==> src/hw/rtl/csi_ram.sv <==
// Generic simple dual-port RAM, one write and one registered read port.
// No dependencies.
module csi_ram #(
  parameter int unsigned WIDTH = 64,
  parameter int unsigned DEPTH = 8
) (
  input  logic                     clk_i,
  input  logic                     we_i,
  input  logic [$clog2(DEPTH)-1:0] waddr_i,
  input  logic [WIDTH-1:0]         wdata_i,
  input  logic [$clog2(DEPTH)-1:0] raddr_i,
  output logic [WIDTH-1:0]         rdata_o
);

  logic [WIDTH-1:0] mem_q [DEPTH];
  logic [WIDTH-1:0] rdata_q;

  always_ff @(posedge clk_i) begin
    if (we_i) begin
      mem_q[waddr_i] <= wdata_i;
    end
    rdata_q <= mem_q[raddr_i];
  end

  assign rdata_o = rdata_q;

endmodule

==> config.mk <==
export PLATFORM = sky130hd
export DESIGN_NAME = csi_ram
export DESIGN_NICKNAME = d
export VERILOG_FILES = /design/src/hw/rtl/csi_ram.sv
export SDC_FILE = /design/constraint.sdc
export NUM_CORES = 1
export LEC_CHECK = 0
export BUFFER_PORTS_ARGS = -buffer_cell sky130_fd_sc_hd__buf_4
export CAP_MARGIN = 20
export CORE_MARGIN = 10
export CORE_UTILIZATION = 60
export DETAILED_ROUTE_END_ITERATION = 12
export GPL_TIMING_DRIVEN = 0
export PLACE_DENSITY = 0.82
export SETUP_SLACK_MARGIN = 0.1
export SLEW_MARGIN = 20
export SYNTH_ARGS = -nofsm -noshare
export SYNTH_HDL_FRONTEND = slang
export SYNTH_SLANG_ARGS = --single-unit
==> constraint.sdc <==
create_clock -name clk_i -period 8.1 [get_ports clk_i]
set_input_delay 1.62 -clock clk_i [delete_from_list [all_inputs] [get_ports clk_i]]
set_output_delay 1.62 -clock clk_i [all_outputs]
set_load 0.02 [all_outputs]
# == Yosys cells after proc, flatten, opt, wreduce, memory -nomap -nowiden ==
# Memories as Yosys holds them, arrays and structs flattened. A register that Yosys moved wholly into a read port is not among the register bits.
# Index checks and enable logic that the tools add are counted.
# word_totals
n_memories,1
reg_bits,0
out_inout_bits,64
mem_bits_rw,512
input_bits,72
# op_classes
mux,2
# mem_list
name,words,word_bits,read_ports,rd_clocked_by_memory_dff,wr,line,rtl
mem_q,8,64,1,1,1,15,logic [WIDTH-1:0] mem_q [DEPTH];
# ops
op,n
2-to-1 mux 1 bit,2

# == Logic depth before layout (Yosys ltp) ==
# depth
ltp_word,2
mapped_depth,4
ltp_nobuf,2

# == Worst setup path after synthesis ==
# No wires, ideal clock.
# synth_timing
kind,input to register
from,in waddr_i[2]
to,"mem mem_q[0][0], enable pin"
t_arrival_ns,6.150
setup_ns,0.565
setup_slack_ns,1.384
stages,2
path_cell_list,nand2b_1 > nor3_1
# synth_rtl
element,line,rtl
start: declaration,9,"input logic [$clog2(DEPTH)-1:0] waddr_i,"
end: declaration,15,
# No word-level cell before the write port.

# == Final worst setup path ==
# layout_timing
from,in raddr_i[1]
to,"reg rdata_q[23], in the netlist rdata_o[23], read port of mem_q"
# layout_rtl
element,line,rtl
start: declaration,11,"input logic [$clog2(DEPTH)-1:0] raddr_i,"
end: declaration,16,logic [WIDTH-1:0] rdata_q;
# No word-level cell between the ends.

==> results by group <==
Run
  – Max-cap violations: 0

Clock tree
  – Clock Tree Buf Depth: 3
  – Postcts setup bufs: 0
  – Resize count post-CTS: 0
  – Reg clk slew, reported paths: approximately 0.06 ns
  – Cts bufs inserted: 54
  – CTS tree: built
  – H-tree depth: 2
  – Root buf cell: clkbuf_16
  – Clock Latency Late Sink: roughly 0.58 ns
  – Clk sinks: 576
  – CTS Hold Bufs: 0

STA
  – Pins Over Slew Limit: 0
  – Final period utilization: 37.5%
  – Fin. Hold Viols: 0
  – Slew @ Worst Pin: approximately 1.1 ns
  – Fmax: between 0.3 and 0.4 GHz
  – RSZ-0062 raised after global routing: no
  – Final setup fails: 0
  – Final min period: between 3 and 4 ns
  – Clock Skew: between 0.01 and 0.015 ns
  – Final WS setup: 5.06 ns
  – Slew HR: a little under 30%

Floorplan
  – Die area: approximately 42000 sq um
  – Die height: 205 microns
  – Core box area: 33700 sq um
  – FP Rows: 67
  – Die Wd: 205 microns
  – Initial Util: between 60% and 70%
  – Top Ports: 136

Setup path
  – Crit. End Element: register
  – Register-to-register setup slack: about 6.8 ns
  – CP Launch Type: primary input
  – Critical path data arrival time: 3.49 ns
  – RR Startpoint: mem_q[6][53]
  – Critical-path cell list: buf_1 > clkbuf_1 > mux2_2
  – Worst path top cell family by delay: buffers and inverters
  – Worst path bufs/invs: 2
  – Worst r2r path cells: 2
  – WS Path Type: in2reg
  – Slowest cell on crit path: buf_1
  – Worst Path Max Fanout: 10
  – Max incr delay on CP: approximately 0.76 ns
  – Reg2reg end: rdata_o[53]
  – Worst EP required: 8.55 ns

Global route
  – Gr usage total: between 10% and 20%
  – Vias in the first global route: 9818
  – First-pass GRT wire length: 61900 microns
  – Grt ovf: 0
  – Largest net degree at the start of global routing: 22
  – Antenna violations before repair: 2

Detailed routing
  – WL/cell: around 27 microns
  – Post-route ant nets: 0
  – Vias: a little over 9000
  – Via/cell ratio: 5.97
  – Routed WL: approximately 41000 microns
  – TritonRoute pass-1 iters: 5
  – Starting DRT DRC Count: 733
  – Drc violations: 0

Finish
  – Multi-input logic area: around 3700 sq um
  – Non-Filler Instances: 1533
  – Final net count: between 1000 and 1500
  – Share of cells above drive strength 1: a little over two fifths
  – Filler Cell Count: 1872
  – Area delta synth->final: 19.7%
  – Antenna diode count: 0
  – Register area: ~17000 sq um

Pwr
  – Max VDD drop: 196 uV
  – Total power: approximately 6.4 mW
  – Leak: roughly 8.2 nW
  – PD cells: between 200 and 300 nW/um^2

Synthesis
  – Main area contributors after synthesis: edfxtp_1, mux4_2, dfxtp_1
  – Yosys warns: 0
  – Yosys top cell area share: between 70% and 80%
  – Avg Cell Area, Syn: roughly 25 sq um
  – Netlist cell types: 13
  – Post-synthesis register bit count: approximately 580
  – Syn_nets: 888
  – Area leader, netlist: edfxtp_1
  – Post-synthesis sequential area ratio: 81.1%
  – Syn Inst Count: roughly 820
  – Synthesized cell area: between 20000 and 25000 sq um

Outcome
  – Outcome: completed

Placed design
  – Detail Placement HPWL: around 25000 microns
  – Worst slack at placement: 4.50 ns
  – GPL Wtd Cong: just under 0.7
  – Port bufs: between 100 and 150
  – Cells after DPL: between 1000 and 1500

Min path
  – HP Class: reg2reg
  – Hold wc startpoint: mem_q[3][1]
  – Hold Path Sink: rdata_o[1]
  – Hold-critical path depth: 2
cells by family (layout without fill, tap and decap cells):
| logic type | after synthesis | in the layout | share of synthesized area, % |
|---|---|---|---|
| DFF | 576 | 576 | 81.1 |
| muxes | 192 | 192 | 17.5 |
| buffers and inverters | 35 | 304 | 1.11 |
| and+or+nand+nor | 13 | 13 | 0.286 |
layer usage:
metal | wire length, microns | global-route usage, %
met5 | 34 | 0
met4 | 619 | 5.28
met3 | 2810 | 4.47
met2 | 21200 | 33.0
met1 | 16200 | 26.0
layout by cell type (no fill, tap or decap):
| cell type | count |
|---|---|
| nand2b_1 | 3 |
| buf_4 | 148 |
| bufinv_16 | 5 |
| buf_16 | 7 |
| buf_12 | 10 |
| clkbuf_1 | 18 |
| clkbuf_16 | 57 |
| clkinv_1 | 3 |
| clkbuf_8 | 12 |
| mux2_2 | 64 |
| nor2_4 | 6 |
| nand2_1 | 2 |
| buf_1 | 9 |
| buf_2 | 3 |
| mux4_2 | 128 |
| edfxtp_1 | 512 |
| buf_8 | 1 |
| clkinvlp_4 | 5 |
| clkinv_2 | 9 |
| nor3_2 | 2 |
| buf_6 | 17 |
| dfxtp_1 | 64 |
worst register-to-register path, cell delays in order, from the launching register on:
cell and delay (ns):
edfxtp_1 0.41, mux4_2 0.50, mux2_2 0.30
report_power, final:
part / switching, mW / internal, mW / leakage (nW)
sequential: 0.0337 / 3.36 / 5.19
combinational: 0.210 / 0.195 / 2.12
clock: 1.03 / 1.55 / 0.911
synth_stat cells (all sizes together):
cell type and n:
dfxtp 64, nand2b 3, clkbuf 9, nor2 6
mux4 128, nor3 2, edfxtp 512, mux2 64
buf 26, nand2 2
worst max-delay path by stage:
| stage | startpoint | endpoint | depth (start not counted) |
|---|---|---|---|
| finish | raddr_i[1] | rdata_o[23] | 3 |
| global route | we_i | mem_q[4][6] | 6 |
| detailed placement | raddr_i[1] | rdata_o[57] | 3 |
| floorplan | waddr_i[2] | mem_q[0][0] | 2 |
| CTS | raddr_i[1] | rdata_o[29] | 3 |
| global placement | waddr_i[2] | mem_q[0][6] | 3 |
metrics by stage:
step                hold WS [ns]  util [%]  area, sq um  TNS [ns]
floorplan                  0.657         -        20500         0
global placement           0.664      65.6        22100   -380.30
detailed placement         0.670      67.4        22700         0
CTS                        0.689      73.0        24600         0
global route               0.698      73.0        24600         0
finish                     0.682      73.0        24600         0
sequential cells by signal, indices dropped and copies added (netlist names):
register,flops
mem_q,512
rdata_o,64
area by class of cell:
type / instances / area share (%)
Buffer: 35 / 0.931
Clock buffer: 78 / 6.61
Clock inverter: 22 / 0.992
Multi-Input combinational cell: 205 / 15.1
Sequential cell: 576 / 67.7
Tap cell: 448 / 2.28
Timing Repair Buffer: 169 / 6.36
Note: power is estimated with default switching activity, not from simulation.
