`config.mk`:
```
export PLATFORM = sky130hd
export DESIGN_NAME = csi_mul
export DESIGN_NICKNAME = d
export VERILOG_FILES = /design/src/hw/rtl/csi_pkg.sv /design/src/hw/rtl/csi_mul.sv
export SDC_FILE = /design/constraint.sdc
export NUM_CORES = 2
export LEC_CHECK = 0
export BUFFER_PORTS_ARGS = -buffer_cell sky130_fd_sc_hd__buf_2
export CELL_PAD_IN_SITES_DETAIL_PLACEMENT = 0
export CELL_PAD_IN_SITES_GLOBAL_PLACEMENT = 1
export CORE_MARGIN = 8
export CORE_UTILIZATION = 52
export DETAILED_ROUTE_END_ITERATION = 12
export MAX_ROUTING_LAYER = met4
export PLACE_DENSITY = 0.94
export SYNTH_ARGS = -nofsm -noshare
export SYNTH_HDL_FRONTEND = slang
export SYNTH_SLANG_ARGS = --single-unit
```
`constraint.sdc`:
```
create_clock -name clk_i -period 17.7 [get_ports clk_i]
set_clock_uncertainty 0.1 [all_clocks]
set_input_delay 5.31 -clock clk_i [delete_from_list [all_inputs] [get_ports clk_i]]
set_output_delay 5.31 -clock clk_i [all_outputs]
set_load 0.005 [all_outputs]
```
`src/hw/rtl/csi_pkg.sv`:
```
// Shared types, constants and helpers of the cubic setpoint interpolator.
// No dependencies; csi_mul and the core refer to it by scoped names.
package csi_pkg;

  localparam int unsigned DATA_W = 32;
  localparam int unsigned WORD_W = 64;
  localparam int unsigned FRAC_W = 32;
  localparam int unsigned NUM_W  = 36;             // signed Hermite numerators
  localparam int unsigned QUO_W  = NUM_W + FRAC_W;  // divider numerator width
  localparam int unsigned ADDR_W = 3;
  localparam int unsigned RAM_DEPTH   = 8;
  localparam int unsigned RAM_ENTRIES = 6;

  localparam logic signed [WORD_W-1:0] WORD_MAX = {1'b0, {(WORD_W-1){1'b1}}};
  localparam logic signed [WORD_W-1:0] WORD_MIN = {1'b1, {(WORD_W-1){1'b0}}};

  typedef enum logic [ADDR_W-1:0] {
    ADDR_PREV_POS,
    ADDR_PREV_VEL,
    ADDR_COEF_A,
    ADDR_COEF_B,
    ADDR_COEF_C,
    ADDR_COEF_D
  } addr_e;

  typedef enum logic [4:0] {
    ST_INIT,
    ST_IDLE,
    ST_RD_D,
    ST_RD_C,
    ST_DIV_V,
    ST_NUM_CN,
    ST_NUM_NV,
    ST_NUM_SUM,
    ST_DIV_B_GO,
    ST_DIV_B,
    ST_DIV_A_GO,
    ST_DIV_A,
    ST_WR,
    ST_LD_A,
    ST_LD_B,
    ST_LD_C,
    ST_LD_D,
    ST_K2,
    ST_K3,
    ST_MUL_GO,
    ST_MUL_WAIT,
    ST_ADD_D,
    ST_ADD_C,
    ST_OUT
  } st_e;

  typedef enum logic [2:0] {
    MS_A_K3,
    MS_B_K2,
    MS_C_K,
    MS_A_3K2,
    MS_B_2K
  } mstep_e;

  typedef enum logic [1:0] {
    MUL_IDLE,
    MUL_LO,
    MUL_HI,
    MUL_SUM
  } mul_ph_e;

  function automatic logic signed [WORD_W-1:0] sat_add(input logic signed [WORD_W-1:0] x,
                                                       input logic signed [WORD_W-1:0] y);
    logic signed [WORD_W:0] s;
    s = {x[WORD_W-1], x} + {y[WORD_W-1], y};
    if (s[WORD_W] != s[WORD_W-1]) begin
      sat_add = s[WORD_W] ? WORD_MIN : WORD_MAX;
    end else begin
      sat_add = s[WORD_W-1:0];
    end
  endfunction

endpackage

```
`src/hw/rtl/csi_mul.sv`:
```
// Saturating multiply of a signed Q32.32 coefficient by a small unsigned factor.
// Two 32-bit partial products over successive cycles; uses csi_pkg.
module csi_mul #(
  parameter int unsigned MUL_W = 18
) (
  input  logic                                   clk_i,
  input  logic                                   rst_ni,
  input  logic                                   start_i,
  input  logic signed [csi_pkg::WORD_W-1:0]      coef_i,
  input  logic [MUL_W-1:0]                       mult_i,
  output logic                                   done_o,
  output logic signed [csi_pkg::WORD_W-1:0]      prod_o
);

  localparam int unsigned LW = MUL_W + 32;
  localparam int unsigned HW = MUL_W + 33;
  localparam int unsigned FW = MUL_W + 65;

  csi_pkg::mul_ph_e ph_q, ph_d;

  logic signed [csi_pkg::WORD_W-1:0] coef_q, prod_q;
  logic [MUL_W-1:0]                  m_q;
  logic [LW-1:0]                     lo_q;
  logic signed [HW-1:0]              hi_q;
  logic [FW-1:0]                     full;
  logic                              fits;
  logic                              done_q;

  always_comb begin
    ph_d = ph_q;
    unique case (ph_q)
      csi_pkg::MUL_IDLE: if (start_i) ph_d = csi_pkg::MUL_LO;
      csi_pkg::MUL_LO:   ph_d = csi_pkg::MUL_HI;
      csi_pkg::MUL_HI:   ph_d = csi_pkg::MUL_SUM;
      csi_pkg::MUL_SUM:  ph_d = csi_pkg::MUL_IDLE;
      default:           ph_d = csi_pkg::MUL_IDLE;
    endcase
  end

  assign full = {hi_q, 32'b0} + FW'(lo_q);
  assign fits = (&full[FW-1:csi_pkg::WORD_W-1]) | ~(|full[FW-1:csi_pkg::WORD_W-1]);

  always_ff @(posedge clk_i or negedge rst_ni) begin
    if (!rst_ni) begin
      ph_q   <= csi_pkg::MUL_IDLE;
      done_q <= 1'b0;
    end else begin
      ph_q   <= ph_d;
      done_q <= (ph_q == csi_pkg::MUL_SUM);
    end
  end

  always_ff @(posedge clk_i) begin
    if (ph_q == csi_pkg::MUL_IDLE && start_i) begin
      coef_q <= coef_i;
      m_q    <= mult_i;
    end
    if (ph_q == csi_pkg::MUL_LO) begin
      lo_q <= LW'(coef_q[31:0] * m_q);
    end
    if (ph_q == csi_pkg::MUL_HI) begin
      hi_q <= HW'($signed(coef_q[63:32]) * $signed({1'b0, m_q}));
    end
    if (ph_q == csi_pkg::MUL_SUM) begin
      if (fits) begin
        prod_q <= full[csi_pkg::WORD_W-1:0];
      end else begin
        prod_q <= full[FW-1] ? csi_pkg::WORD_MIN : csi_pkg::WORD_MAX;
      end
    end
  end

  assign done_o = done_q;
  assign prod_o = prod_q;

endmodule

```
* Yosys cells after proc, flatten, opt, wreduce, memory -nomap -nowiden
Cells that the tools add are included.
** Operators by class
- $add $sub $neg :: 1
- Multiply operators :: 2
- Equal/unequal tests :: 4
- Mux-type cells :: 4
- Bitwise gates (word level) :: 2
- Reductions and logical operators :: 4
** Operator list (count)
- $mux 64 :: 2
- $add 83x50->83 :: 1
- $mul 32x19->51 :: 1
- $mul 32x18->50 :: 1
- $reduce_and 20->1 :: 1
- $reduce_or 20->1 :: 1
- $pmux 2 s4 :: 1
- $eq 2x2->1 const B :: 2
- $eq 2x1->1 const B :: 1
- $logic_not 2->1 :: 1
- $mux 2 :: 1
- $ne 2x2->1 const B :: 1
- $logic_and 1x1->1 :: 1
- $not 1->1 :: 1
- $or 1x1->1 :: 1
** Word-level totals
- Register bits :: 250
- Input bits :: 85
- Output and inout port bits :: 65

* Logic depth before layout (Yosys ltp)
- Depth in word-level cells :: 5
- Depth in mapped cells :: 28
- Mapped depth without buffers :: 25

* Least setup slack after synthesis
OpenSTA, ideal clock, no wires.
- Path type :: input -> register
- Start point :: in start_i
- End point :: reg coef_q[0] (netlist bit) (enable)
- Setup time :: 0.449 ns
- Arrival time :: 7.211 ns
- Data required time :: 17.151 ns
- Slack :: 9.939 ns
- Stages on the path :: 1
- Buffers on the path :: 0
- Path through :: and2_1
** On the way
- Cells in the longest elaborated chain, start to end :: 1
** Ends and longest elaborated chain
- start: declaration :: line csi_mul.sv:8 : input logic start_i,
- $logic_and 1x1->1 :: line csi_mul.sv:54 : if (ph_q == csi_pkg::MUL_IDLE && start_i) begin
- end signal: assignment :: line csi_mul.sv:55 : coef_q <= coef_i;
- end: declaration :: line csi_mul.sv:21 : logic signed [csi_pkg::WORD_W-1:0] coef_q, prod_q;
No other way between the ends.
A chain may end at the register's enable or synchronous reset.

* Worst setup path after layout
- Start point :: reg m_q[4]
- End point :: reg hi_q[48], data pin
** On the way
- Cells in the longest elaborated chain, start to end :: 1
** Ends and longest elaborated chain
- start: declaration :: line csi_mul.sv:22 : logic [MUL_W-1:0] m_q;
- start signal: assignment :: line csi_mul.sv:56 : m_q <= mult_i;
- $mul 32x19->51 :: line csi_mul.sv:62 : hi_q <= HW'($signed(coef_q[63:32]) * $signed({1'b0, m_q}));
- end signal: assignment :: line csi_mul.sv:62
- end: declaration :: line csi_mul.sv:24 : logic signed [HW-1:0] hi_q;
No other way between the ends.

==> summary.md <==
| Metric | Value |
|---|---|
| Status | `complete, no violations` |
| CTS resizes | `0` |
| CP top delay family | `adder cells` |
| Multi-input logic area | `~35000 um2` |
| Setup bufs post-CTS | `0` |
| Hold Path Class | `register to register` |
| Register clock-pin slew on the reported worst setup and hold paths | `around 0.06 ns` |
| CTS tree | `yes` |
| Initial Utilization | `0.522` |
| Grt ovf | `0` |
| Hold_ws | `0.430 ns` |
| Final #Nets | `6443` |
| Tmin final | `8.55 ns` |
| Top_reg_cell synth | `edfxtp_1` |
| Num rows | `112` |
| DR vias | `34.2k` |
| Crit Path Max Fanout | `37` |
| Hold_buf cts | `0` |
| Number of global-route vias before repair | `between 30k and 40k` |
| Global-route usage over all layers | `0.245` |
| Width of the die | `around 320 um` |
| Iteration-0 DRC Markers | `2455` |
| Crit-path max cell delay | `between 1 and 1.5 ns` |
| Worst Tran Pin Value | `between 1 and 1.5 ns` |
| Critical path endpoint category | `register` |
| Antenna violations before repair | `11` |
| FFs w/ async S/R, synth | `0.0120` |
| Largest family of logic cells by synthesized area | `adder cells` |
| Die H | `~320 um` |
| Post-Synthesis Cells | `between 5k and 6k` |
| Sequential area share after synthesis | `0.154` |
| First-pass GRT wire length | `roughly 200000 um` |
| Synth Area in Adders | `0.499` |
| Clk sinks | `250` |
| Area growth, synth to finish | `5.89%` |
| Vias per cell | `~5.4` |
| # fillers | `between 8k and 9k` |
| Residual DRC | `0` |
| Final period util | `0.483` |
| Worst path depth | `23` |
| Worst hold stages | `1` |
| Post-DP HPWL | `about 90000 um` |
| Die Area | `about 100000 um2` |
| Routed Antenna Nets | `0` |
| Syn Area/Cell | `9.59 um2` |
| Drt pass-1 iters | `5` |
| Critical path buffers and inverters | `4` |
| Share of cells above drive strength 1 | `0.0503` |
| Post-synth EDFFs | `247` |
| I/O Pins | `150` |
| Fin. Hold Viols | `0` |
| Worst-skew pair later-pin latency | `0.63 ns` |
| CTS root buf | `clkbuf_16` |
| CTS Buffer Depth | `3` |
| R2R depth | `23` |
| Crit-path cells | `buf_4, nand2_1, fa_1, fa_1, fa_1, fa_1, inv_1, fa_1, inv_1, fa_1, inv_1, ha_1, a21oi_1, a211oi_1, a2111oi_0, a21o_1, a21oi_1, a311o_1, nand4_1, o21ai_0, a21o_1, a21oi_1, xnor2_1` |
| Post-Synth Simple-Gate Area | `0.145` |
| Drt wl/cell | `18.8 um` |
| Fin. max-slew vios | `0` |
| Fin util | `0.553` |
| Critical path type | `register to register` |
| Slowest-stage cell, CP | `edfxtp_1` |
| Complex-gate fraction of the synthesized area | `0.0455` |
| Fmax | `about 120 MHz` |
| Commonest non-fill, non-tap cells in the layout | `inv_1 (1279), fa_1 (1038), nand2_1 (730)` |
| Pin count of the biggest net entering global routing | `66` |
| Crit path DAT | `around 8.8 ns` |
| Seq cells post-synth | `250` |
| Syn nets | `6455` |
| Mapped Area | `48500 um2` |
| Slew margin rel. | `0.123` |
| Total Wirelength | `~120000 um` |
| Synth cell types | `64` |
| Startpoint types | `register` |
| Storage cell area | `around 7500 um2` |
| PortBufs | `around 150` |
| RSZ-0062 raised after global routing | `false` |
| MaxCap Viol Count | `0` |
| Placer Congestion | `approximately 0.9` |
| Req. time, crit path | `~18 ns` |
| Core ar. | `between 90000 and 100000 um2` |
| Num CTS Buffers | `30` |
| Mux contribution to synthesized area | `0.0145` |
| Worst path most repeated cell | `fa_1` |
| H-tree Lvls | `1` |
| Most common cell after layout, fill and taps aside | `inv_1` |
| Synth Area in XOR/XNOR | `0.0233` |
| Fin Setup TNS | `0 ns` |
| Ys Warns | `0` |
| # setup viols final | `0` |
==> area by class of cell <==
type,count,area share
inverter,1279,0.0935
sequential,250,0.146
clock buffer,36,0.0151
tap,1254,0.0306
timing repair buffer,193,0.0210
multi-input combinational,3292,0.687
antenna,9,0.000439
clock inverter,20,0.00626
==> through the flow <==
stage | worst slack [ns] | instance area (um2) | cells
5_1_grt | 8.73 | 51400 | 6333
3_3_place_gp | 9.45 | 50200 | 6268
3_5_place_dp | 9.29 | 50200 | 6268
4_1_cts | 9.24 | 51300 | 6324
6_report | 9.15 | 51400 | 6333
2_1_floorplan | 9.94 | 48500 | 5058
==> synthesized netlist by cell type, drive strengths merged, types with 7 or more instances <==
cell type / instances / area (um2)
o21a: 12 / 90.1
mux2: 35 / 394
a311oi: 8 / 70.1
a21o: 40 / 300
inv: 1279 / 4800
a211oi: 21 / 163
nand2: 730 / 2740
ha: 274 / 3430
o21bai: 19 / 143
nand2b: 20 / 125
nor3: 15 / 75.1
xor2: 41 / 359
buf: 8 / 83.8
nor2: 55 / 206
and2: 504 / 3150
nor2b: 17 / 106
clkbuf: 229 / 860
nand4: 19 / 119
xnor2: 88 / 771
edfxtp: 247 / 7420
o211ai: 12 / 90.1
nand3: 30 / 150
o21ai: 69 / 345
fa: 1038 / 20800
mux2i: 31 / 310
a21oi: 114 / 578
and4: 7 / 61.3
and3: 25 / 156
a31oi: 12 / 75.1
==> per-layer routing <==
layer | vias to the layer above | share of wire | global-route usage | wire (um)
met5 | - | 0 | - | 0
met4 | 0 | 0.037 | 0.0830 | 4440
met3 | 281 | 0.073 | 0.0383 | 8720
met2 | 1351 | 0.49 | 0.404 | 58400
met1 | 17600 | 0.40 | 0.309 | 47300
li1 | 14900 | - | - | -
==> state kept, by name, summed over array words and instances (netlist names) <==
signal and count:
lo_q 50, done_o 1, hi_q 51, prod_o 64, ph_q 2, m_q 18
coef_q 64
==> cells by family after synthesis <==
logic type / count (synthesis)
AO/OA/AOI/OAI: 346
XOR/XNOR: 129
flip-flops: 250
buffers and inverters: 1516
AND/OR/NAND/NOR: 1439
multiplexers: 66
adder cells (fa/ha/maj): 1312
==> worst reg2reg max path: stages, from the launching register on <==
cell and delay, ns:
edfxtp_1 1.22, buf_4 0.62, nand2_1 0.17, fa_1 0.54, fa_1 0.58, fa_1 0.46
fa_1 0.54, inv_1 0.05, fa_1 0.49, inv_1 0.05, fa_1 0.48, inv_1 0.04
ha_1 0.35, a21oi_1 0.22, a211oi_1 0.10, a2111oi_0 0.64, a21o_1 0.27, a21oi_1 0.24
a311o_1 0.38, nand4_1 0.16, o21ai_0 0.17, a21o_1 0.20, a21oi_1 0.16, xnor2_1 0.08
==> worst paths after layout <==
check / startpoint / end / slack (ns)
setup / recovery: m_q[4]$_DFFE_PP_ / hi_q[48]$_DFFE_PP_ / 9.15
hold / removal: lo_q[8]$_DFFE_PN_ / prod_o[8]$_DFFE_PP_ / 0.43
setup reg to reg: m_q[4]$_DFFE_PP_ / hi_q[48]$_DFFE_PP_ / 9.15
hold reg to reg: lo_q[8]$_DFFE_PN_ / prod_o[8]$_DFFE_PP_ / 0.43
max in group asynchronous: rst_ni / done_o$_DFF_PN0_ / 13.02
min in group asynchronous: rst_ni / ph_q[0]$_DFFE_PN0P_ / 4.37
Power is left out: the tool's default activity adds up to more than one toggle a clock period on the data nets, which glitch-free logic cannot reach.
