## config.mk

```make
export PLATFORM = sky130hd
export DESIGN_NAME = csi_div
export DESIGN_NICKNAME = d
export VERILOG_FILES = /design/src/hw/rtl/csi_div.sv
export SDC_FILE = /design/constraint.sdc
export NUM_CORES = 1
export LEC_CHECK = 0
export BUFFER_PORTS_ARGS = -buffer_cell sky130_fd_sc_hd__clkbuf_2
export CELL_PAD_IN_SITES_DETAIL_PLACEMENT = 1
export CELL_PAD_IN_SITES_GLOBAL_PLACEMENT = 2
export CORE_ASPECT_RATIO = 0.75
export CORE_UTILIZATION = 40
export CTS_CLUSTER_SIZE = 20
export DETAILED_ROUTE_END_ITERATION = 8
export PLACE_DENSITY_LB_ADDON = 0.25
export SYNTH_ARGS = -nofsm -noshare
export SYNTH_HDL_FRONTEND = slang
export SYNTH_SLANG_ARGS = --single-unit
export TNS_END_PERCENT = 20
```

## constraint.sdc

```tcl
create_clock -name clk_i -period 8.4 [get_ports clk_i]
set_input_delay 1.68 -clock clk_i [delete_from_list [all_inputs] [get_ports clk_i]]
set_output_delay 1.68 -clock clk_i [all_outputs]
set_load 0.05 [all_outputs]
```

## src/hw/rtl/csi_div.sv

```systemverilog
// Divider by a fixed constant: reciprocal multiply on 16-bit digits, MSB first.
// One to three chained passes give the quotient by DIVISOR, its square or cube.
// No package dependency.
module csi_div #(
  parameter int unsigned NUM_W   = 68,
  parameter int unsigned DIVISOR = 10
) (
  input  logic             clk_i,
  input  logic             rst_ni,
  input  logic             start_i,
  input  logic [NUM_W-1:0] num_i,
  input  logic [1:0]       passes_i,
  output logic             done_o,
  output logic [NUM_W-1:0] quo_o
);

  localparam int unsigned DIG_W  = 16;
  localparam int unsigned DIGITS = (NUM_W + DIG_W - 1) / DIG_W;
  localparam int unsigned PAD_W  = DIGITS * DIG_W;
  localparam int unsigned REM_W  = 6;                // DIVISOR up to 64
  localparam int unsigned T_W    = REM_W + DIG_W;
  localparam int unsigned SH     = T_W + REM_W;      // exact for any digit below 2**T_W
  localparam int unsigned P_W    = T_W + SH;
  localparam int unsigned CNT_W  = $clog2(DIGITS + 1);
  localparam logic [SH-1:0] RECIP =
    SH'(((64'd1 << SH) + 64'(DIVISOR) - 64'd1) / 64'(DIVISOR));

  logic [PAD_W-1:0] work_q;
  logic [REM_W-1:0] rem_q;
  logic [T_W-1:0]   t_q;
  logic [DIG_W-1:0] qd_q;
  logic [CNT_W-1:0] dig_q;
  logic [1:0]       pass_q;
  logic             busy_q, phase_q, done_q, last_dig;
  logic [T_W-1:0]   t, back;
  logic [P_W-1:0]   prod;

  assign t        = {rem_q, work_q[PAD_W-1 -: DIG_W]};
  assign prod     = P_W'(t) * P_W'(RECIP);
  assign back     = T_W'(qd_q) * T_W'(DIVISOR);
  assign last_dig = busy_q && phase_q && (dig_q == CNT_W'(1));

  always_ff @(posedge clk_i or negedge rst_ni) begin
    if (!rst_ni) begin
      busy_q  <= 1'b0;
      phase_q <= 1'b0;
      done_q  <= 1'b0;
      dig_q   <= '0;
      pass_q  <= '0;
    end else begin
      done_q <= 1'b0;
      if (start_i) begin
        busy_q  <= 1'b1;
        phase_q <= 1'b0;
        dig_q   <= CNT_W'(DIGITS);
        pass_q  <= passes_i;
      end else if (busy_q) begin
        phase_q <= ~phase_q;
        if (phase_q) begin
          if (dig_q == CNT_W'(1)) begin
            dig_q  <= CNT_W'(DIGITS);
            pass_q <= pass_q - 1'b1;
            if (pass_q == 2'd1) begin
              busy_q <= 1'b0;
              done_q <= 1'b1;
            end
          end else begin
            dig_q <= dig_q - 1'b1;
          end
        end
      end
    end
  end

  // even cycle: quotient digit; odd cycle: remainder and shift
  always_ff @(posedge clk_i) begin
    if (start_i) begin
      work_q <= PAD_W'(num_i);
      rem_q  <= '0;
    end else if (busy_q) begin
      if (!phase_q) begin
        t_q  <= t;
        qd_q <= prod[SH +: DIG_W];
      end else begin
        work_q <= {work_q[PAD_W-DIG_W-1:0], qd_q};
        rem_q  <= last_dig ? '0 : REM_W'(t_q - back);
      end
    end
  end

  assign done_o = done_q;
  assign quo_o  = work_q[NUM_W-1:0];

endmodule

```

Word-level counts from Yosys, hierarchy flattened

Index checks and enable logic that the tools add are counted.

RAM bits: 0
Bits in registers: 116
Logic and storage cells: 52
Latch bits: 0
Memories kept: 0
Bits in read-only memories: 0

Reduce and logical (&&, ||, !) cells: 9
$mul: 2
Equality and inequality tests: 2
Multiplexer cells: 24
Shift operators: 0
$lt $le $gt $ge: 0
Divide/modulo/power cells: 0
$add $sub $neg: 3
Bitwise logic cells: 2

Operators by type and width:

| kind                                                                  | number |
|---|---|
| 68-bit 2-to-1 mux                                                     | 3 |
| 22-bit by 24-bit multiplier with 43-bit output, second input constant | 1 |
| 16-bit by 3-bit multiplier with 5-bit output, second input constant   | 1 |
| 1-bit 2-to-1 mux                                                      | 12 |
| 3-bit 2-to-1 mux                                                      | 4 |
| 2-bit 2-to-1 mux                                                      | 4 |
| 6-bit 2-to-1 mux                                                      | 1 |
| 3-bit AND reduction                                                   | 2 |
| 2-bit nonzero test                                                    | 3 |
| 6-bit subtractor                                                      | 1 |
| 2-bit AND reduction                                                   | 2 |
| 3-bit by 1-bit == test with 1-bit output, second input constant       | 1 |
| 3-bit by 1-bit subtractor with 3-bit output, second input constant    | 1 |
| 2-bit by 1-bit == test with 1-bit output, second input constant       | 1 |
| 1-bit logical AND                                                     | 2 |
| 1-bit NOT                                                             | 2 |
| 2-bit by 1-bit subtractor with 2-bit output, second input constant    | 1 |

Longest topological paths before layout

Gate-level depths: netlist (run 1).

Depth after elaboration: 6
Gate-level depth with buffers: 24
Depth with buffers taken out: 24

Worst setup path after synthesis (run 1)

No wires, ideal clock.

Kind: register to register
From: reg work_q[69]
To: reg qd_q[10], data pin
Slack: 2565 ps
Library setup time: 260 ps
Path buffers: 0
Arrival: 5575 ps
Cell stages (with the launch flop): 25
Path through: dfxtp_1 > inv_1 > ha_1 > inv_1 > fa_1 > inv_1 > fa_1 > inv_1 > fa_1 > inv_1 > fa_1 > inv_1 > fa_1 > inv_1 > fa_1 > inv_1 > ha_1 > a21o_1 > a21o_1 > nor4_2 > o21ai_2 > nor4_4 > nor2_4 > a21boi_2 > xnor2_1

Longest elaborated chain between the ends: 1

Ends and longest elaborated chain:

| what                                           | RTL line | source |
|---|---|---|
| from (decl)                                    | 28       | `logic [PAD_W-1:0] work_q;` |
| from (signal assigned)                         | 78       | `work_q <= PAD_W'(num_i);` |
| from (signal assigned)                         | 85       | `work_q <= {work_q[PAD_W-DIG_W-1:0], qd_q};` |
| 22-bit by 24-bit multiplier with 43-bit output | 39       | `assign prod = P_W'(t) * P_W'(RECIP);` |
| named net prod[38]                             | 36       | `logic [P_W-1:0] prod;` |
| to (signal assigned)                           | 83       | `qd_q <= prod[SH +: DIG_W];` |
| to (decl)                                      | 31       | `logic [DIG_W-1:0] qd_q;` |

The timed path passes the listed nets, and every way through them passes these cells.
A chain may end at the register's enable or synchronous reset.

Worst setup path after layout (run 1)

From: reg work_q[69]
To: reg qd_q[15], data pin

The elaborated chain is that of the path after synthesis.

==> flow_results.org, run 1 <==
** Logic synthesis
- Of the post-synthesis cell area, the dominant cell type holds 0.222.
- After synthesis the cells add up to 12100 sq um.
- In the synthesized netlist the async set-or-reset flop fraction comes to 0.0690.
- Synth Net Count :: 1496
- The cell count after synthesis came out at 1112.
- Summed over all instances, the cell type with the most area after synthesis is edfxtp_1.
- Number of synthesized register bits :: 116
- In this run, synthesis inferred 90 flip-flops with an integrated enable.
- The number of different library cells used by synthesis comes to 57.
- In the post-synthesis netlist, the biggest area contributors are edfxtp_1, fa_1, ha_1, inv_1, mux2_2.
- Most common flop cell mapped by yosys :: edfxtp_1
- Number of synthesis warnings :: 0
- After synthesis, the mean cell area works out to 10.9 sq um.
- Of the synthesized area, sequential elements account for 0.269.

** Clock network
- Clk slew on worst S/H paths :: 0.06 ns
- The longest clock path from root to sink contains 2 buffers.
- Setup repair bufs after CTS :: 0
- After clock tree synthesis, the repair step resized 0 gates.
- The tree is rooted in a clkbuf_16.
- Clock buffer count from CTS :: 17
- Clock tree from TritonCTS :: done
- The clock tree synthesis step divided the H-tree into 4 levels.
- For this design, the CTS-stage hold fixing added 0 buffers.
- Clk sink count :: 116
- At the later pin of the worst-skew pair, clock insertion delay measures 0.43 ns.

** Timing
- Number of failing setup endpoints in the final timing report :: 0
- Worst setup skew after layout :: 0.0118 ns
- The worst path needs 6.44 ns of the cycle, external delays included.
- Share of the cycle needed by the critical path after routing :: 0.767
- Slew margin rel. :: 0.358
- The final-report max-slew violation count is 0.
- Setup repair after global routing left no endpoint under its margin.
- Based on the critical path, the design can be clocked at up to 155 MHz.
- Setup slack closes at 1.96 ns.
- Summed over all failing endpoints, the final setup total negative slack is 0 ns.
- The number of endpoints with negative hold slack in the final report is 0.
- Transition time at the pin with the least slew margin :: 0.964 ns

** Final layout
- Measured on the finished design, the core utilization comes to 0.454.
- At the end of the flow, the number of nets in the layout was 1572.
- Ratio of cells with drive above 1 in the final layout :: 0.222
- Area of combinational cells with multiple inputs :: 7370 sq um
- Compared with the post-synthesis result, the final layout area differs by 9.99%.
- Fin cells :: 1592
- Counting the fill cells in the layout gives 3299.
- The number of antenna diodes in the final layout is 0.
- Registers take 3260 sq um.

** Route
- Via count of the routed design :: 7785
- DRC violation total after the first TritonRoute iteration :: 341
- Routed WL per cell :: 19.7 microns
- Before antenna repair, the detailed router went through 4 iterations.
- Drt total wl :: 31.4 mm
- DR vias/cell :: 4.89
- After detailed routing, the number of remaining DRC violations is 0.
- Remaining antenna violation count after routing :: 0

** Worst setup path
- Top cell family by delay on the critical path :: adder cells
- Critical Path Source Type :: flip-flop
- STA classifies the critical path endpoint as a flip-flop.
- Peak per-stage delay on the critical path :: 0.55 ns
- CP max FO :: 6
- The cell that appears most often on the critical path is inv_1.
- The signal on the critical path passes through inv_1, ha_1, inv_1, fa_1, inv_1, fa_1, inv_1, fa_1, inv_1, fa_1, inv_1, fa_1, inv_1, fa_1, inv_1, ha_1, and3_1, and4_4, nand2_2, a2111oi_4, nor4_4, nor2_4, a21oi_1, nand4b_1.
- Arrival time reported for the critical path endpoint :: 6.61 ns
- Worst path bufs/invs :: 8
- The largest individual stage delay along the critical path comes from the cell fa_1.
- Critical Setup Path Class :: flip-flop to flip-flop
- Required time reported for the critical path endpoint :: 8.56 ns

** Die
- Initial core utilization :: 0.412
- Placement row count :: 54
- The die is 203 microns wide.
- In this run the count of I/O pins placed on the die edge is 142.
- In this run the vertical extent of the chip is 153 microns.
- The region available for standard cell placement spans 29500 sq um.
- The die covers 31100 sq um.

** GRT
- GRT Overall Usage :: 0.214
- The via count of the first global-routing pass came to 8438.
- Total gr overflow :: 0
- Initial antenna violation count :: 1
- The first global-routing pass estimated 49.5 mm of wire.
- Entering global routing, the biggest net connects 69 pins.

** Placed design
- Buffers placed on the I/O ports in this run total 141.
- Placed cells :: 1561
- Routability-driven placement finished with a final weighted congestion of 0.881.
- Post-Place Setup Slack :: 1.91 ns
- Detailed-placement wirelength estimate :: 26.7 mm

** Status
- Outcome :: finished clean

** Run
- MaxCap Viol Count :: 0

** Min path
- Worst min path class :: flip-flop to flip-flop
through the flow:
step                      instance area [sq um]  hold slack (ns)
final                                     13400            0.516
after global routing                      13400            0.540
after CTS                                 13400            0.516
after detailed placement                  12800            0.509
after global placement                    12800            0.496
after floorplan                           12100            0.459
cell usage after synthesis (3+ instances only):
cell and instances:
a211oi_1 4, a21o_1 18, a21oi_1 50, a21oi_2 3, a22oi_1 4, and3_1 3, buf_4 68, clkbuf_1 15
dfrtp_1 8, dfxtp_1 18, edfxtp_1 90, fa_1 133, ha_1 178, inv_1 250, mux2_2 67, nand2_1 47
nand3_1 7, nand4_1 9, nor2_1 30, nor2b_1 8, nor3_1 9, o21a_1 4, o21ai_0 17, o21ai_2 3
or2_2 4, xnor2_1 23, xor2_1 5
per-layer routing:
metal,up-vias,GRT usage,share of wire
met5,-,0,0
met4,0,0.0358,0.0079
met3,20,0.0386,0.032
met1,3956,0.328,0.52
li1,3724,-,-
met2,85,0.316,0.45
area by class of cell:
type / instances / share of cell area
well taps: 392 / 0.0367
repair buffers: 143 / 0.0541
flip-flops and latches: 116 / 0.244
inverters: 250 / 0.0702
clock buffers: 20 / 0.0327
clock inverters: 11 / 0.0102
multi-input cells: 660 / 0.552
worst paths after layout:
path,start,to,slack (ns),cells past startpoint
setup / recovery,work_q[69]$_SDFFE_PP0P_,qd_q[15]$_DFFE_PP_,1.96,24
hold / removal,work_q[79]$_SDFFE_PP0P_,work_q[79]$_SDFFE_PP0P_,0.52,2
setup reg to reg,work_q[69]$_SDFFE_PP0P_,qd_q[15]$_DFFE_PP_,1.96,24
hold reg to reg,work_q[79]$_SDFFE_PP0P_,work_q[79]$_SDFFE_PP0P_,0.52,2
max in group asynchronous,rst_ni,busy_q$_DFF_PN0_,7.12,1
min in group asynchronous,rst_ni,done_o$_DFF_PN0_,1.09,1
kinds of logic after synthesis:
logic type	count (synthesis)	share of synthesized area
mux	68	0.0629
simple gates	133	0.0544
xor+xnor	28	0.0202
compound gates	120	0.0660
fa+ha+maj	311	0.402
buf+inv	336	0.125
flops	116	0.269
layout by cell type, fill, tap and decap left out, types with 2 or more instances in the layout:
cell type	instances
clkbuf_1	3
edfxtp_1	90
fa_1	133
dfrtp_1	8
nand4_1	9
o21ai_2	3
o21ai_0	17
a21oi_2	3
buf_4	3
a21o_1	18
clkinv_4	2
nand2_1	47
a211oi_1	4
inv_1	250
xor2_1	5
mux2_2	67
clkinv_2	5
dfxtp_1	18
nand3_1	7
and3_1	3
nor3_1	9
clkbuf_16	17
nor2_1	30
o2111ai_1	2
xnor2_1	23
or2_2	4
a22oi_1	4
ha_1	178
nor2b_1	8
o21a_1	4
bufinv_16	3
a21boi_2	2
o31ai_2	2
or3_1	2
and2_1	2
o21bai_1	2
clkbuf_2	140
a21oi_1	50
state kept, by name (all words and copies together), names as in the netlist:
signal / cells
busy_q: 1
dig_q: 3
done_o: 1
pass_q: 2
phase_q: 1
qd_q: 16
rem_q: 6
t_q: 6
work_q: 80
worst min-delay path, stage by stage (launching register included):
cell and delay (ns):
dfxtp_1 0.34, nand2_1 0.07, a21oi_1 0.06
Power of run 1 is not shown: default switching activity piles up to over one toggle a cycle in this logic, so the estimate is an artifact.
==> run 2: changes to the inputs <==
- clock period: 8.4 -> 6.4 ns (I/O delays scaled with it)
==> flow_results.org, run 2 (synthesis gave the netlist of run 1 again) <==
** Status
- Outcome: finished clean (unchanged).

** Clock network
- The root buffer cell is clkbuf_16 (unchanged).
- The total clock sinks is 116 (unchanged).
- The source-to-sink clock delay at the later pin of the worst-skew pair was 0.43 ns (about the same).
- The clock-pin transition on the worst setup and hold timing paths was 0.06 ns (about the same).
- H-tree levels :: 4 (unchanged)
- Clock tree from TritonCTS :: done (unchanged)
- The maximum number of buffers from clock root to sink came to 2 (unchanged).
- Number of hold buffers added after CTS :: 0 (unchanged)
- Clock buffer count from CTS :: 17 (unchanged)

** Final layout
- Ratio of cells with drive above 1 in the final layout :: 0.248 (was 0.222)
- The number of flip-flops in the largest register is 80 (unchanged).
- Largest registers in the final layout: work_q (80), qd_q (16) (unchanged).
- The commonest non-fill, non-tap cell in the layout is inv_1 (unchanged).
- Number of antenna repair diodes :: 0 (unchanged)
- Total Nets Final :: 1595 (was 1572)
- The register with the most flip-flops is work_q (unchanged).
- The layout-stage area growth over the synthesis result came to 12.2% (was 9.99%).
- Top library cells by usage in the layout, fill and taps aside: inv_1, ha_1, clkbuf_2 (unchanged).

** Die
- The effective utilization at floorplan came to 0.412 (unchanged).
- Die Y :: 153 microns (unchanged)
- DIE AREA :: 31100 sq um (unchanged)
- Core Box Area :: 29500 sq um (unchanged)
- Die W :: 203 microns (unchanged)
- The number of primary I/O pins is 142 (unchanged).
- Placement row count :: 54 (unchanged)

** Timing
- Transition time at the pin with the least slew margin :: 0.959 ns (was 0.964 ns)
- Total Negative Setup Slacks :: 0 ns (unchanged)
- The highest clock rate is 160 MHz (was 155 MHz).
- The share of the clock period used by the worst path was 0.975 (was 0.767).
- The remaining max-slew budget at the tightest pin came to 0.361 (was 0.358).
- Final critical delay including setup and external delays :: 6.24 ns (was 6.44 ns)
- The count of final setup violators is 0 (unchanged).
- Unrepaired setup endpoints after global routing: yes (was no).
- The worst clock skew on the final layout is 0.0136 ns (was 0.0118 ns).
- The final-report max-slew violation count came to 0 (unchanged).
- Final hold violations :: 0 (unchanged)

** Worst setup path
- The endpoint class of the critical path was a flip-flop (unchanged).
- CP max FO :: 6 (unchanged)
- The worst setup path startpoint is work_q[69]$_SDFFE_PP0P_ (unchanged).
- The category of the most critical setup path is flip-flop to flip-flop (unchanged).
- The reg-to-reg startpoint is work_q[69]$_SDFFE_PP0P_ (unchanged).
- Critical Path Source Type :: flip-flop (unchanged)
- Required time reported for the critical path endpoint :: 6.56 ns (was 8.56 ns)
- Arrival time reported for the critical path endpoint :: 6.41 ns (was 6.61 ns)

** Placed design
- Detailed-placement wirelength estimate :: 27.3 mm (was 26.7 mm)
- IO Port Bufs :: 141 (unchanged)
- The routability congestion estimate from global placement came to 0.861 (was 0.881).

** Route
- The average wire per standard cell came to 19.8 microns (was 19.7 microns).
- DR vias/cell :: 4.93 (was 4.89)
- Pre-Repair DR Iteration Count :: 4 (unchanged)
- The total length of routed wires came to 32.1 mm (was 31.4 mm).
- Remaining antenna violation count after routing :: 0 (unchanged)
- The number of DRC violations after detailed routing was 0 (unchanged).
- The via count came to 7968 (was 7785).
- The violation count after the first detailed-routing iteration was 324 (was 341).

** GRT
- The remaining global-route overflow is 0 (unchanged).
- The via count of the first global-routing pass came to 8680 (was 8438).
- Maximum number of pins on one net before global-route repair :: 70 (was 69)
- The aggregate global-route resource usage came to 0.220 (was 0.214).
- The initial antenna violation count came to 0 (was 1).
- Wire length of the first global-routing pass :: 50.9 mm (was 49.5 mm)

** Min path
- Worst min path class :: flip-flop to flip-flop (unchanged)
- The startpoint of the lowest-slack hold path was work_q[69]$_SDFFE_PP0P_ (was work_q[79]$_SDFFE_PP0P_).

** Run
- The count of maximum capacitance violations was 0 (unchanged).
run 2: area by class of cell:
cell class	count	area [sq um]
flip-flops and latches	116	3270
fillers	3287	15800
inverters	250	938
multi-input cells	660	7450
clock inverters	14	160
well taps	392	490
clock buffers	18	429
repair buffers	166	896
run 2: worst max-delay path, stage by stage, from the launching register on:
cell and delay, ns:
dfxtp_4 0.37, inv_1 0.05, ha_1 0.26, inv_1 0.06, fa_1 0.59, inv_2 0.06, fa_1 0.52, inv_2 0.07
fa_1 0.50, inv_2 0.07, fa_1 0.54, inv_1 0.05, fa_1 0.48, inv_1 0.05, fa_1 0.48, inv_1 0.06
ha_4 0.24, and3_4 0.17, and4_4 0.20, buf_4 0.14, a41oi_4 0.20, o21ai_2 0.12, nor4_4 0.31, nor2_4 0.09
buf_4 0.15, nand3_1 0.07, nand4b_1 0.11
run 2: metal layers:
layer  track usage  routed length [microns]  up-vias
met5             0                        0        -
met4        0.0315                      191        0
met3        0.0377                     1070       15
met2         0.333                    14600      110
met1         0.333                    16200     4084
li1              -                        -     3759
run 2: path summary, 6_finish.rpt:
kind	to	slack, ns	cells past startpoint
max	qd_q[15]$_DFFE_PP_	0.16	26
min	t_q[5]$_DFFE_PP_	0.48	0
max reg2reg	qd_q[15]$_DFFE_PP_	0.16	26
min reg2reg	t_q[5]$_DFFE_PP_	0.48	0
max in group asynchronous	phase_q$_DFFE_PN0P_	5.50	1
min in group asynchronous	done_o$_DFF_PN0_	0.71	1
run 2: stage by stage:
step                      area (sq um)  std cells  utilization  setup slack (ns)  hold WS, ns
after CTS                        13500       1612        0.459           -0.0309        0.531
after floorplan                  12100       1112            -             0.565        0.459
after global placement           12900       1580        0.439             0.149        0.504
after detailed placement         12900       1580        0.439            0.0145        0.521
after global routing             13600       1616        0.463            -0.118        0.495
final                            13600       1616        0.463             0.158        0.484
run 2: timing repair:
item,CTS,global route
resized for setup,1,17
gates cloned,0,0
pin swaps,1,8
setup buffers,0,5
endpoints found under the setup margin,3,14
Power of run 2 is left out for the same reason.
